--- src/sszt_pkg.sv ---
// ----------------------------------------------------------------------------
// sszt_pkg
// shared widths, command codes and control types of the subset sum engine
// ----------------------------------------------------------------------------
package sszt_pkg;

	localparam int CMD_W        = 3;
	localparam int MASK_INDEX_W = 10;
	localparam int OPERAND_W    = 32;
	localparam int WORD_W       = 64;

	typedef enum logic [CMD_W-1:0] {
		CMD_SET     = 3'd0,
		CMD_INC     = 3'd1,
		CMD_GET     = 3'd2,
		CMD_SUB_SUM = 3'd3,
		CMD_SUB_INV = 3'd4,
		CMD_SUP_SUM = 3'd5,
		CMD_SUP_INV = 3'd6
	} cmd_t;

	// what the read-modify-write stage does with one memory access
	typedef enum logic [2:0] {
		OP_NONE,
		OP_SET,
		OP_ADD_VAL,
		OP_GET,
		OP_ADD_SRC,
		OP_SUB_SRC
	} op_t;

	typedef struct packed {
		logic v;
		op_t  op;
		logic push;
	} req_t;

endpackage

--- src/sszt_rmw.sv ---
// ----------------------------------------------------------------------------
// sszt_rmw
// second stage: takes read data, forwards the last write, computes write-back
// ----------------------------------------------------------------------------
module sszt_rmw import sszt_pkg::*; #(
	parameter int INDEX_BITS = 10
) (
	input  logic                        clk,
	input  logic                        arst_n,
	input  req_t                        op_req,
	input  logic [INDEX_BITS-1:0]       addr_a,
	input  logic [INDEX_BITS-1:0]       addr_b,
	input  logic signed [OPERAND_W-1:0] value,
	input  logic [WORD_W-1:0]           rd_a,
	input  logic [WORD_W-1:0]           rd_b,
	output logic                        we,
	output logic [INDEX_BITS-1:0]       wa,
	output logic [WORD_W-1:0]           wd,
	output logic                        push,
	output logic [WORD_W-1:0]           push_data
);

	req_t                        req_s1;
	logic [INDEX_BITS-1:0]       addr_a_s1;
	logic [INDEX_BITS-1:0]       addr_b_s1;
	logic signed [OPERAND_W-1:0] value_s1;

	logic                        fwd_v_q;
	logic [INDEX_BITS-1:0]       fwd_addr_q;
	logic [WORD_W-1:0]           fwd_data_q;

	logic [WORD_W-1:0]           a_val;
	logic [WORD_W-1:0]           b_val;
	logic [WORD_W-1:0]           ext;

	always_ff @(posedge clk or negedge arst_n) begin
		if (!arst_n) begin
			req_s1  <= '0;
			fwd_v_q <= 1'b0;
		end else begin
			req_s1  <= op_req;
			fwd_v_q <= we;
		end
	end

	always_ff @(posedge clk) begin
		addr_a_s1  <= addr_a;
		addr_b_s1  <= addr_b;
		value_s1   <= value;
		fwd_addr_q <= wa;
		fwd_data_q <= wd;
	end

	always_comb begin
		// the write of the previous cycle is not yet in the read data
		a_val = (fwd_v_q && (fwd_addr_q == addr_a_s1)) ? fwd_data_q : rd_a;
		b_val = (fwd_v_q && (fwd_addr_q == addr_b_s1)) ? fwd_data_q : rd_b;
		ext   = {{(WORD_W - OPERAND_W){value_s1[OPERAND_W-1]}}, value_s1};

		we        = 1'b0;
		wa        = addr_a_s1;
		wd        = ext;
		push_data = '0;
		if (req_s1.v) begin
			case (req_s1.op)
				OP_SET: we = 1'b1;
				OP_ADD_VAL: begin
					we = 1'b1;
					wd = a_val + ext;
				end
				OP_GET: push_data = a_val;
				OP_ADD_SRC: begin
					we = 1'b1;
					wd = a_val + b_val;
				end
				OP_SUB_SRC: begin
					we = 1'b1;
					wd = a_val - b_val;
				end
				default: ;
			endcase
		end
		push = req_s1.v && req_s1.push;
	end

endmodule

--- config.mk ---
export PLATFORM = sky130hd
export DESIGN_NAME = sszt_rmw
export DESIGN_NICKNAME = d
export VERILOG_FILES = /design/src/sszt_pkg.sv /design/src/sszt_rmw.sv
export SDC_FILE = /design/constraint.sdc
export NUM_CORES = 1
export LEC_CHECK = 0
export ABC_AREA = 1
export BUFFER_PORTS_ARGS = -buffer_cell sky130_fd_sc_hd__buf_2
export CORE_AREA = 5 5 170 172
export CTS_BUF_LIST = sky130_fd_sc_hd__clkbuf_4 sky130_fd_sc_hd__clkbuf_8
export CTS_CLUSTER_DIAMETER = 60
export DETAILED_ROUTE_END_ITERATION = 10
export DIE_AREA = 0 0 175 177
export PLACE_DENSITY = 0.75
export SYNTH_ARGS = -nofsm -noshare
export SYNTH_HDL_FRONTEND = slang
export SYNTH_SLANG_ARGS = --single-unit
--- constraint.sdc ---
create_clock -name clk -period 9.9 [get_ports clk]
set_input_delay 2.475 -clock clk [delete_from_list [all_inputs] [get_ports clk]]
set_output_delay 2.475 -clock clk [all_outputs]
set_load 0.01 [all_outputs]
==> results, run 1 <==
- The flow ran to the end, and the final reports show no timing, DRC or antenna violations.
- The tree is rooted in a clkbuf_8.
- The pin count of the biggest net entering global routing is 56.
- Among all cell types in the netlist, the one instantiated most often is nand2_1.
- The final number of max-transition violations is 0.
- The net count of the mapped netlist is between 2k and 3k.
- The number of global-route vias before repair is roughly 16k.
- The biggest area contributor in the post-synthesis netlist is dfxtp_1.
- The TritonCTS buffer count is 17.
- In this run the power density over the cells is approximately 120 mW/mm^2.
- STA classifies the critical path endpoint as a primary output.
- The wire length on met1 is 23.9 mm.
- For the worst setup path, the data required time is 7.43 ns.
- The routed wire length is approximately 57 mm.
- The max-slew headroom at the worst pin is about 43%.
- After synthesis, the cell types taking the most area are dfxtp_1 (19%), nand2_1 (17%), nor2_1 (9.2%), inv_1 (7.9%), a21oi_1 (6.6%).
- The cell family contributing the most delay on the critical path is compound AO/OA/AOI/OAI gates.
- The number of antenna diodes in the final layout is 0.
- Timing would allow up to 103 MHz.
- The critical path data arrival time is approximately 7.2 ns.
- The clock-pin slew of the registers on the worst-case setup and hold paths is approximately 0.1 ns.
- The initial cell density of the core is between 40% and 50%.
- Setup violations remaining at the end of the flow were counted as 0.
- Yosys printed 0 warnings.
- For this block, the initial DRC count from the detailed router was about 1.7k.
- The number of hold-repair buffers added at the cts stage is 0.
- At the later pin of the worst-skew pair, clock insertion delay measures between 0.4 and 0.5 ns.
- In this run, distinct cell masters in the synthesized netlist total 60.
- The number of synthesized register bits is about 130.
- The x dimension of the die is around 180 um.
- The synthesized instance count is around 2.3k.
- The leading register cell type out of synthesis is dfxtp_1.
- The routed design could run at a clock period as short as a little under 10 ns.
- After synthesis, the mean cell area works out to between 5 and 6 sq um.
- After detailed routing, the average wire length per cell comes to around 19 um.
- The core outline area is between 0.02 and 0.03 sq mm.
- For the final database, setup skew stands at between 0.02 and 0.03 ns.
- The number of nets in the layout is between 2k and 3k.
- The ratio of routed vias to standard cells is approximately 5.7.
- For this run, the slowest stage of the critical path takes ~0.4 ns.
- The overall fraction of global-route tracks in use is a little over a third.
- In the synthesized netlist the async set-or-reset flop fraction comes to 4.55%.
- The y dimension of the die is 177 um.
- The number of buffer and inverter stages on the critical path is 4.
- The post-synthesis sequential area ratio is roughly a fifth.
- For this run, design rule violations remaining after detail routing come to 0.
- The transition time of the tightest slew-check pin is 0.849 ns.
- The uppermost layer routed is met4.
- The area fraction of the dominant cell type after synthesis is 18.9%.
- The global-route wire length before repair is just under 90 mm.
- The post-detailed-route count of antenna-violating nets is 0.
- The floorplan has 61 rows.
- The hold violation count in the final report was 0.
- The most numerous cell type found on the critical path is nand2_1.
- The worst-case vdd ir drop is about 0.13 mV.
- In this run the cell area measured after placement is around 0.015 sq mm.
- After synthesis the cells add up to ~0.013 sq mm.
- The number of flops mapped to enable cells by yosys is 0.
- The number of placed I/O pins is between 300 and 400.
- The total negative setup slack is 0 ns.
- The worst-case clock buffer depth is 2.
- The HPWL after detailed placement is 47.3 mm.
- The tree built by TritonCTS fans out to 132 sinks.
- The summed area of non-filler cells in the final layout is roughly 0.016 sq mm.
- After global routing the overflow that remains totals 0.
- The via total after detailed routing is approximately 17k.
- The slowest stage of the critical path belongs to the cell a21boi_0.
- The final critical path takes up a little over nine tenths of the cycle.
- TritonCTS built the clock tree.
- The first detailed-routing pass took 7 iterations.
- The maximum fanout along the worst path is 5.
- Of the cells placed in the final design, the portion with a size suffix greater than 1 is 18.4%.
- The leakage power of the design is just over 0.008 uW.
- CTS built an H-tree with a depth of 4.
- The area growth from synthesis to layout is 17.9%.
- The routed design uses a little under 5 mm of met3 wire.
- The startpoint kind of the worst setup timing path is an input port.
- The initial antenna violation count is 0.
- The worst setup path is of the in -> out kind.
- The met2 wirelength from detailed routing is 26.0 mm.
- The quantity of I/O buffers inserted on ports is 326.
- The filler cells instantiated in the layout total slightly below 3k.
- Across the run, the number of max-cap violations was 0.
- Setup repair after global routing could not meet its margin everywhere.
- After synthesis, the most frequently instantiated cells are nand2_1 (591), nor2_1 (327), inv_1 (280), a21oi_1 (175), o21ai_0 (151).
- At the end of routability-driven placement, the weighted congestion stood at about 1.1.
- The area enclosed by the die boundary is 0.0310 sq mm.
- The classification of the worst-slack hold path is reg -> reg.
-- repair_timing --
action                                  CTS  global route
gates resized for setup                   2            19
endpoints found under the setup margin    1            18
endpoints found under the hold margin     0             0
buffers inserted                          0             0
-- where the power goes --
part           internal, uW  total (uW)  switching (uW)
Combinational           245         719             473
Sequential              576         611            35.6
Clock                   195         500             305
-- per-layer routing --
layer | up-vias | GRT usage (%)
met3 | 144 | 6.41
li1 | 8121 | -
met5 | - | 0
met1 | 7588 | 46.4
met4 | 0 | 14.4
met2 | 916 | 60.1
-- flip-flops by register name (all words and copies together), names as in the netlist --
name        count
fwd_data_q     64
value_s1       32
addr_b_s1      10
fwd_addr_q     10
wa             10
req_s1          5
fwd_v_q         1
-- cells by family after synthesis --
logic type               Yosys count  synth area share [%]
AO/OA/AOI/OAI                    453                  18.7
multiplexers                       1                0.0749
buffers and inverters            363                  10.8
XOR/XNOR                          80                  5.24
flip-flops                       132                  20.0
adder cells (fa/ha/maj)           67                  6.33
AND/OR/NAND/NOR                 1210                  38.9
-- area by class of cell --
class                   count  area [sq um]  area share [%]
multi-input cells        1811          9320            59.2
repair buffers            350          1810            11.5
clock buffers              17           234            1.49
well taps                 346           433            2.75
flip-flops and latches    132          2670            17.0
inverters                 294          1100            7.02
clock inverters            15           176            1.12
-- placed cells by master, fill, tap and decap left out, drive strengths merged, types with 30 or more instances in the layout --
master,instances
a21oi,175
a31oi,30
buf,350
dfxtp,126
ha,66
inv,303
nand2,612
nand3,138
nor2,352
nor3,57
o21ai,174
xor2,54
-- path summary, 6_finish.rpt --
path                                               end  cells past startpoint  slack [ns]          start
worst max-delay path                            wd[42]                     25        0.22        rd_b[2]
worst min-delay path             fwd_addr_q[2]$_DFF_P_                      0        0.38  wa[2]$_DFF_P_
worst max register to register  fwd_data_q[42]$_DFF_P_                     24        4.09  wa[6]$_DFF_P_
worst min register to register   fwd_addr_q[2]$_DFF_P_                      0        0.38  wa[2]$_DFF_P_
max in group asynchronous          req_s1[3]$_DFF_PN0_                      1        7.97         arst_n
min in group asynchronous          req_s1[2]$_DFF_PN0_                      1        1.79         arst_n
-- through the flow --
stage | instances | hold slack [ns] | util (%) | power [uW] | setup WS (ns)
floorplan | 2306 | 0.401 | - | 1060 | 1.60
finish | 2965 | 0.382 | 57.6 | 1830 | 0.221
CTS | 2965 | 0.385 | 57.5 | 1810 | 0.0462
detailed placement | 2933 | 0.369 | 56.0 | 1310 | -0.164
global route | 2965 | 0.397 | 57.6 | 1930 | -0.0283
global placement | 2933 | 0.365 | 56.0 | 1310 | -0.181
No activity file was read; power rests on OpenSTA's default activity.
==> run 2, diff against run 1 <==
REMOVE_ABC_BUFFERS = 1   (was not set)
==> results, run 2 (same netlist as run 1, synthesis figures left out) <==
- Among cell families on the critical path, the largest total delay comes from compound AO/OA/AOI/OAI gates.
- The overall fraction of global-route tracks in use is 35.9% (-0.15 points).
- The count of unresolved DRC violations after routing is 0 (unchanged).
- The total negative setup slack is 0 ns (unchanged).
- The run finished with clean final reports.
- The worst stage delay on the critical path is 0.44 ns (+0.03 ns).
- The hold violation count in the final report is 0 (unchanged).
- The number of design-rule violations left by the first detailed-router iteration came to 1504 (-9.3%).
- The routed wire length was 57.2 mm (about the same).
- The weighted congestion reported at the end of routability-driven placement is 1.00 (-11%).
- The fraction of the core area covered by cells at the end of the flow is 57.8% (+0.15 points).
- The worst-case vdd ir drop came to 0.104 mV (-18%).
- The clock-pin slew of the registers on the worst-case setup and hold paths came to 0.11 ns (about the same).
- The largest registers in the layout are fwd_data_q: 64 flops, value_s1: 32 flops.
- The y dimension of the die came to 177 um (unchanged).
- The via total after detailed routing is 16.7k (-0.24%).
- The classification of the worst-slack hold path is reg -> reg.
- The shortest period the worst path allows is 9.71 ns (+0.0307 ns).
- The layout overhead on the synthesized area is 18.2%.
- The post-layout total power is 1820 uW (-0.49%).
- The endpoint kind of the worst setup timing path is a primary output.
- More flip-flops sit in one register than any other, and that register is fwd_data_q.
- The number of rows created at floorplan came to 61 (unchanged).
- The library cell used most frequently in the layout, excluding fill and tap cells, is nand2_1.
- The number of buffer and inverter stages on the critical path is 5 (+1).
- The quantity of I/O buffers inserted on ports is 326 (unchanged).
- The sequential share of power is 33.7% (+0.3 points).
- The switching portion of total power is 44.2% (-0.29 points).
- The global-route wire length before repair is 86.7 mm (-1.1%).
- The area enclosed by the die boundary was 0.0310 sq mm (unchanged).
- The maximum fanout along the worst path is 5 (unchanged).
- The sum of net half-perimeters after detailed placement is 47.2 mm (-0.17%).
- The initial antenna violation count was 1 (+1).
- The number of global-route vias before repair was 15.6k (-1.5%).
- The highest clock frequency the design can meet came to 103 MHz (-0.32%).
- The post-route fraction of the period consumed by the critical path is 98.1% (+0.31 points).
- The relative contribution of the clock network to total power is 27.2% (about the same).
- The layout filler cell count was 2845 (-1.5%).
- The summed area of non-filler cells in the final layout is 0.0158 sq mm (+0.26%).
- The worst clock skew is 0.0228 ns (-0.00402 ns).
- The ratio of routed vias to standard cells is 5.63 (-0.48%).
- The final routed wire length divided by cell count is 19.3 um (-0.24%).
- The x dimension of the die is 175 um (unchanged).
- The number of placed I/O pins is 327 (unchanged).
- The count of clock tree sinks is 132 (unchanged).
- The remaining global-route overflow was 0 (unchanged).
- The critical path data arrival time came to 7.23 ns (+0.03 ns).
- In the layout the commonest cells are nand2_1 (589), buf_2 (326), nor2_1 (324).
- Setup repair after global routing left no endpoint under its margin.
- The required time of the critical path is 7.43 ns (about the same).
- The power per unit of standard cell area came to 115 mW/mm^2 (-0.75%).
- The clock root buffer master is clkbuf_8.
- The final number of max-transition violations is 0 (unchanged).
- The placed instance area is 0.0154 sq mm (+0.41%).
- The cell repeated most along the worst path is o21ai_0.
- The standard cell with the maximum stage delay on the critical path is o21ai_0.
- The worst-case clock buffer depth is 2 (unchanged).
- The initial cell density of the core came to 48.9% (unchanged).
- The final setup violation count was 0 (unchanged).
- The transition time of the tightest slew-check pin is 0.869 ns (+0.0196 ns).
- The number of setup buffers added after CTS was 0 (unchanged).
- The combinational cell fraction of total power is 39.1% (-0.2 points).
- The TritonCTS buffer count was 17 (unchanged).
- The number of H-tree levels was 4 (unchanged).
- The total iterations of the first detailed-routing run was 7 (unchanged).
- The core outline area is 0.0273 sq mm (unchanged).
- The fraction of layout instances using a drive strength above 1 was 18.4% (about the same).
- The clock network latency to the later pin of the worst-skew pair is 0.51 ns (+0.02 ns).
- The internal portion of total power is 1020 uW (about the same).
- The flip-flop count of the largest register after layout is 64 (unchanged).
- The pin count of the biggest net entering global routing came to 57 (+1.8%).
- The startpoint kind of the worst setup timing path is an input port.
- The leakage power of the design came to 0.00817 uW (+0.23%).
- The post-detailed-route count of antenna-violating nets is 0 (unchanged).
- The max-slew headroom at the worst pin is 42.0% (-0.77 points).
- The number of nets in the layout is 2866 (+0.21%).
- The startpoint-to-endpoint class of the critical path is in -> out.
- The number of maximum-capacitance violations came to 0 (unchanged).
- The net switching power of the design came to 804 uW (-1.1%).
- TritonCTS built the clock tree.
[run 2: path summary, 6_finish.rpt]
kind,from,slack [ns],end,cells after the start
min,wa[4]$_DFF_P_,0.39,fwd_addr_q[4]$_DFF_P_,0
max in group asynchronous,arst_n,7.98,req_s1[1]$_DFF_PN0_,1
max reg2reg,fwd_addr_q[2]$_DFF_P_,3.70,fwd_data_q[49]$_DFF_P_,31
min reg2reg,wa[4]$_DFF_P_,0.39,fwd_addr_q[4]$_DFF_P_,0
max,rd_b[0],0.19,wd[49],28
min in group asynchronous,arst_n,1.78,req_s1[2]$_DFF_PN0_,1
[run 2: power groups by stage]
stage	Clock (uW)	Combinational (uW)	Sequential, uW
3_5_place_dp	0	692	625
5_1_grt	520	782	618
6_report	495	712	614
3_3_place_gp	0	691	624
2_1_floorplan	0	442	611
4_1_cts	496	697	613
[run 2: final cells by class]
| cell class | instances | area, sq um | share of cell area (%) |
|---|---|---|---|
| Multi-Input combinational cell | 1811 | 9290 | 58.9 |
| Sequential cell | 132 | 2670 | 16.9 |
| Timing Repair Buffer | 356 | 1870 | 11.8 |
| Inverter | 294 | 1100 | 7.00 |
| Tap cell | 346 | 433 | 2.74 |
| Clock buffer | 17 | 234 | 1.48 |
| Clock inverter | 15 | 180 | 1.14 |
| Antenna cell | 1 | 2.50 | 0.0158 |
[run 2: through the flow]
step | setup WS (ns) | std cells | hold WS (ns)
after floorplan | 0.895 | 2237 | 0.401
after global placement | -0.0289 | 2939 | 0.364
after detailed placement | -0.0479 | 2939 | 0.372
after CTS | 0.00896 | 2971 | 0.385
after global routing | 0.0195 | 2972 | 0.397
final | 0.191 | 2972 | 0.385
[run 2: what timing repair did]
action                                 in CTS  in global routing
endpoints found under the hold margin       0                  0
hold buffers                                0                  0
setup endpoints to repair                   2                 15
resized for setup                           2                 16
[run 2: metal layers]
metal | global-route usage, % | share of wire (%) | up-vias
li1 | - | - | 8140
met1 | 46.1 | 41 | 7564
met2 | 59.3 | 45 | 885
met3 | 5.90 | 8.6 | 139
met4 | 16.6 | 4.9 | 0
met5 | 0 | 0 | -
[run 2: worst register-to-register path: cells and delay by family (launching register included)]
family          cells  cell delay (ns)
compound gates     14             3.34
simple gates       11             1.56
flops               1             0.39
buf+inv             4             0.29
fa+ha+maj           2             0.56
